File: src/rtl/core/fcs_pkg.sv
// shared types and constants for the facet cull and flat shade block
// no dependencies; used by fcs_div, fcs_sqrt and the top level
`default_nettype none

package fcs_pkg;

    // field widths
    localparam int COORD_BITS = 12;
    localparam int FRAC_BITS  = 15;
    localparam int LIGHT_BITS = 16;
    localparam int NUM_COORDS = 9;

    // stream packing
    localparam int IN_W      = NUM_COORDS * COORD_BITS;
    localparam int S_TDATA_W = ((IN_W + 7) / 8) * 8;
    localparam int OUT_W     = 1 + 16 + 4 + 1;
    localparam int M_TDATA_W = ((OUT_W + 7) / 8) * 8;

    // arithmetic widths
    localparam int SH      = 15 - FRAC_BITS;
    localparam int DIFF_W  = COORD_BITS + 1;
    localparam int NRM_W   = 2 * DIFF_W;
    localparam int PROD_W  = NRM_W + LIGHT_BITS;
    localparam int DOT_W   = PROD_W + 2;
    localparam int DOTU_W  = DOT_W - 1;
    localparam int DLO_W   = DOTU_W / 2;
    localparam int DHI_W   = DOTU_W - DLO_W;
    localparam int SQ_W    = 2 * NRM_W - 1;
    localparam int N2_W    = SQ_W + 2;
    localparam int D2_W    = 2 * DOTU_W;
    localparam int R_W     = 2 * FRAC_BITS;
    localparam int QBITS   = R_W + 1;
    localparam int REM_W   = (D2_W > N2_W + 2 * SH + R_W) ? D2_W : N2_W + 2 * SH + R_W;
    localparam int FILL_STEPS = 14;

    // light register reset values
    localparam logic [LIGHT_BITS-1:0] LIGHT_X_RST = 16'd25173;
    localparam logic [LIGHT_BITS-1:0] LIGHT_Y_RST = 16'd16782;
    localparam logic [LIGHT_BITS-1:0] LIGHT_Z_RST = 16'd12587;

    // configuration register indexes
    typedef enum logic [1:0] {
        CFG_LIGHT_X = 2'd0,
        CFG_LIGHT_Y = 2'd1,
        CFG_LIGHT_Z = 2'd2
    } cfg_idx_t;

    typedef struct packed {
        logic vis;
        logic pos;
    } flags_t;

    typedef struct packed {
        flags_t            flags;
        logic [D2_W-1:0]   d2;
        logic [N2_W-1:0]   n2;
    } div_in_t;

    typedef struct packed {
        flags_t            flags;
        logic              sat;
        logic [R_W-1:0]    ratio;
    } div_out_t;

    typedef struct packed {
        flags_t                flags;
        logic                  sat;
        logic [FRAC_BITS-1:0]  root;
    } sqrt_out_t;

endpackage

`default_nettype wire

File: src/rtl/core/fcs_sqrt.sv
// pipelined integer square root, one root bit per stage
// depends on fcs_pkg
`default_nettype none

module fcs_sqrt (
    input  wire logic               clk,
    input  wire logic               rst_n,
    input  wire logic               in_valid,
    output logic                    in_ready,
    input  wire fcs_pkg::div_out_t  in_data,
    output logic                    out_valid,
    input  wire logic               out_ready,
    output fcs_pkg::sqrt_out_t      out_data
);
    import fcs_pkg::*;

    localparam int NS = FRAC_BITS;

    logic             v_reg    [NS];
    logic             en       [NS];
    logic [R_W-1:0]   rem_reg  [NS];
    logic [R_W:0]     res_reg  [NS];
    logic             sat_reg  [NS];
    flags_t           flags_reg[NS];

    // stall chain
    always_comb
    begin
        en[NS-1] = !v_reg[NS-1] || out_ready;
        for (int k = NS - 2; k >= 0; k--)
        begin
            en[k] = !v_reg[k] || en[k+1];
        end
    end

    assign in_ready = en[0];

    for (genvar k = 0; k < NS; k++)
    begin : g_stage
        localparam int BIT = NS - 1 - k;
        logic             v_in;
        logic [R_W-1:0]   rem_in;
        logic [R_W:0]     res_in;
        logic             sat_in;
        flags_t           flags_in;
        logic [R_W:0]     one;
        logic [R_W:0]     trial;
        logic             take;
        logic [R_W-1:0]   rem_next;
        logic [R_W:0]     res_next;

        if (k == 0)
        begin : g_first
            assign v_in     = in_valid;
            assign rem_in   = in_data.ratio;
            assign res_in   = '0;
            assign sat_in   = in_data.sat;
            assign flags_in = in_data.flags;
        end
        else
        begin : g_rest
            assign v_in     = v_reg[k-1];
            assign rem_in   = rem_reg[k-1];
            assign res_in   = res_reg[k-1];
            assign sat_in   = sat_reg[k-1];
            assign flags_in = flags_reg[k-1];
        end

        // digit-by-digit root step
        always_comb
        begin
            one      = (R_W + 1)'(1) << (2 * BIT);
            trial    = res_in + one;
            take     = {1'b0, rem_in} >= trial;
            rem_next = take ? rem_in - trial[R_W-1:0] : rem_in;
            res_next = (take ? res_in + (one << 1) : res_in) >> 1;
        end

        always_ff @(posedge clk or negedge rst_n)
        begin
            if (!rst_n)
            begin
                v_reg[k] <= 1'b0;
            end
            else if (en[k])
            begin
                v_reg[k] <= v_in;
            end
        end

        always_ff @(posedge clk)
        begin
            if (en[k])
            begin
                rem_reg[k]   <= rem_next;
                res_reg[k]   <= res_next;
                sat_reg[k]   <= sat_in;
                flags_reg[k] <= flags_in;
            end
        end
    end

    assign out_valid      = v_reg[NS-1];
    assign out_data.flags = flags_reg[NS-1];
    assign out_data.sat   = sat_reg[NS-1];
    assign out_data.root  = res_reg[NS-1][FRAC_BITS-1:0];

endmodule

`default_nettype wire

File: config.mk
export PLATFORM = sky130hd
export DESIGN_NAME = fcs_sqrt
export DESIGN_NICKNAME = d
export VERILOG_FILES = /design/src/rtl/core/fcs_pkg.sv /design/src/rtl/core/fcs_sqrt.sv
export SDC_FILE = /design/constraint.sdc
export NUM_CORES = 1
export LEC_CHECK = 0
export BUFFER_PORTS_ARGS = -buffer_cell sky130_fd_sc_hd__clkbuf_2
export CAP_MARGIN = 25
export CELL_PAD_IN_SITES_DETAIL_PLACEMENT = 1
export CELL_PAD_IN_SITES_GLOBAL_PLACEMENT = 1
export CORE_MARGIN = 2
export CORE_UTILIZATION = 48
export CTS_CLUSTER_DIAMETER = 50
export CTS_CLUSTER_SIZE = 30
export DETAILED_ROUTE_END_ITERATION = 7
export GPL_TIMING_DRIVEN = 0
export HOLD_SLACK_MARGIN = 0.03
export PLACE_DENSITY = 0.75
export SKIP_LAST_GASP = 1
export SYNTH_ARGS = -nofsm -noshare
export SYNTH_HDL_FRONTEND = slang
export SYNTH_SLANG_ARGS = --single-unit
File: constraint.sdc
create_clock -name clk -period 5.8 [get_ports clk]
set_clock_uncertainty 0.2 [all_clocks]
set_input_delay 0.87 -clock clk [delete_from_list [all_inputs] [get_ports clk]]
set_output_delay 0.87 -clock clk [all_outputs]
set_load 0.01 [all_outputs]
==> summary.md <==
| Metric | Value |
|---|---|
| Slew headroom | `34.0%` |
| Die width | `242 um` |
| Clk_lat worst skew | `0.64 ns` |
| Post-synth ARST share | `2.50%` |
| Clk slew on worst S/H paths | `roughly 0.08 ns` |
| Least-Margin Pin Slew | `between 0.9 and 1 ns` |
| Max reg flops | `420` |
| M3 GR Usage | `2.37%` |
| Overall routing resource usage | `20.4%` |
| Met1 Track Usage GR | `around a fifth` |
| Clock group share of total power | `25.9%` |
| Drt drc | `0` |
| Critical path type | `flip-flop to primary output` |
| Setup TNS | `0 ns` |
| Total CTS buffers | `59` |
| Max Freq | `roughly 230 MHz` |
| Crit path capture type | `primary output` |
| Syn nets | `2204` |
| Met2 Use GR | `a little over two fifths` |
| EDFF count, synth | `just under 600` |
| DRT antenna net count | `0` |
| Routed WL | `between 50000 and 60000 um` |
| Flop and latch count out of synthesis | `600` |
| Hold WS | `0.206 ns` |
| Commonest cells after routing, fill and taps aside | `edfxtp_1 (585), inv_1 (159), nor2_1 (146)` |
| Starting Density | `48.4%` |
| Top-area cell type share of the netlist area | `64.5%` |
| RSZ-0062 raised after global routing | `false` |
| Final Wtd Congestion | `~0.96` |
| Synth-to-Final Area Change | `13.3%` |
| Routed vias | `16400` |
| Site Rows | `87` |
| Clock Tree Buf Depth | `3` |
| Post-DP HPWL | `45700 um` |
| Switching Power | `5.18 mW` |
| # nets final | `between 2000 and 2500` |
| Avg Cell Area, Syn | `13.4 um^2` |
| Die Area | `0.0587 mm^2` |
| Crit path launch type | `flip-flop` |
| Synthesized area | `0.0272 mm^2` |
| Fill cells | `5568` |
| Ys flop type | `edfxtp_1` |
| Outcome | `completed` |
| Vias in the first global route | `18200` |
| H-tree depth | `2` |
| Cell taking the most area after synthesis | `edfxtp_1` |
| Core area | `0.0563 mm^2` |
| Critical Path RT | `approximately 4.7 ns` |
| Post-DR wirelength/cell | `20.0 um` |
| Largest net degree at the start of global routing | `45` |
| # IOs | `57` |
| Final hold vios | `0` |
| Most common cell after layout, fill and taps aside | `edfxtp_1` |
| Hold Crit Class | `input pin to flip-flop` |
| Initial antenna violation count | `0` |
| Synth unique cells | `75` |
| Post-Layout Cell Count | `a little under 3000` |
| Chip height | `between 200 and 250 um` |
| CTS tree | `yes` |
| Final Max Slew Viols | `0` |
| Mapped Cells | `2036` |
| Gr busiest metal | `met2` |
| Layout cells sized above 1 | `10.9%` |
| Leak | `roughly 12 nW` |
| Drt initial violations | `683` |
| Drt via density | `5.51` |
| Max VDD drop | `0.317 mV` |
| MaxCap Viol Count | `0` |
| Sequential area share after synthesis | `65.9%` |
| Root buf cell | `clkbuf_16` |
| Final period util | `75.6%` |
| Antenna cells | `0` |
| Crit path arrival time | `about 3.3 ns` |
| CP max FO | `17` |
| GR Overflow Total | `0` |
| Count of input and output buffers | `56` |
| Dpl cells | `2860` |
| # clock sinks | `600` |
| Combinational share of power | `between 20 and 30%` |
| Final setup viols | `0` |
| Post-CTS setup buffers | `0` |
| Seq pwr share | `45.5%` |
| Largest cells by area after synthesis | `edfxtp_1 (64%), ha_1 (6.0%), xnor2_1 (3.0%)` |
| Sw frac | `about a third` |
| Power Density | `505 mW/mm^2` |
| Drt pass-1 iters | `5` |
| Global-route wire length before repair | `94800 um` |
| Yosys warning total | `0` |
| Cell Int Power | `10.4 mW` |
| Final min period | `4.38 ns` |
| Reg-to-reg slack, setup | `2.01 ns` |
power by group through the flow:
| stage | Combinational, mW | Clock (mW) | Sequential (mW) |
|---|---|---|---|
| floorplan | 3.33 | 0 | 6.87 |
| global placement | 4.16 | 0 | 7.12 |
| detailed placement | 4.41 | 0 | 7.18 |
| CTS | 4.47 | 4.14 | 7.09 |
| global route | 4.98 | 4.29 | 7.21 |
| finish | 4.45 | 4.04 | 7.09 |
per-stage QoR:
stage          power (mW)  utilization (%)  setup slack [ns]  instance area [um^2]
2_1_floorplan        10.2                -             0.185                 27200
3_3_place_gp         11.3             50.6             -1.56                 28500
3_5_place_dp         11.6             51.0             0.753                 28700
4_1_cts              15.7             54.8             0.647                 30800
5_1_grt              16.5             54.9              1.16                 30900
6_report             15.6             54.9              1.42                 30900
worst paths after layout:
| check | from | endpoint | depth (start not counted) |
|---|---|---|---|
| hold / removal | in_data[0] | rem_reg[0][0] | 1 |
| hold reg to reg | flags_reg[13][0] | flags_reg[14][0] | 0 |
| min in group asynchronous | rst_n | g_stage[1].v_in | 2 |
| setup reg to reg | rem_reg[0][173] | rem_reg[0][198] | 9 |
| max in group asynchronous | rst_n | out_valid | 2 |
| setup / recovery | out_valid | in_ready | 8 |
cell usage after synthesis, drive strengths merged, types with 40 or more instances:
library cell / number
a21oi: 113
edfxtp: 585
xnor2: 93
nor3: 59
inv: 161
nand2b: 40
ha: 131
nor4: 55
xor2: 65
nand2: 96
nor2: 146
o21ai: 86
metal layers:
layer  vias to the layer above  share of wire, %  routed length, um
li1                       7891                 -                  -
met1                      8115                34              20500
met2                       248                58              34700
met3                       149               2.3               1340
met4                         0               4.9               2920
met5                         -                 0                  0
layout make-up:
type | instances | area [um^2] | share of cell area (%)
Multi-Input combinational cell | 1248 | 8600 | 27.9
Buffer | 27 | 118 | 0.381
Inverter | 161 | 604 | 1.96
Clock inverter | 50 | 593 | 1.92
Timing Repair Buffer | 72 | 554 | 1.80
Tap cell | 756 | 946 | 3.06
Clock buffer | 62 | 1510 | 4.89
Sequential cell | 600 | 17900 | 58.1
worst max-delay path, cell delays in order, from the launching register on:
cell and delay, ns:
dfrtp_1 0.36, nor2b_1 0.40, nand2_2 0.27, nor2_1 0.35, nand2_2 0.16, nor3_1 0.55
nand4_1 0.23, buf_8 0.23, clkbuf_2 0.14
kinds of logic (layout without fill, tap and decap cells):
kind of cell,after synthesis,in the layout,synth area share [%]
flops,600,600,65.9
simple gates,585,585,11.3
compound gates,345,345,7.87
buf+inv,188,372,2.65
xor+xnor,158,158,5.08
fa+ha+maj,131,131,6.02
mux,29,29,1.19
timing repair:
item,in CTS,in global routing
gates resized for setup,0,0
endpoints found under the hold margin,15,0
hold buffers,1,0
Note: power is estimated with default switching activity, not from simulation.
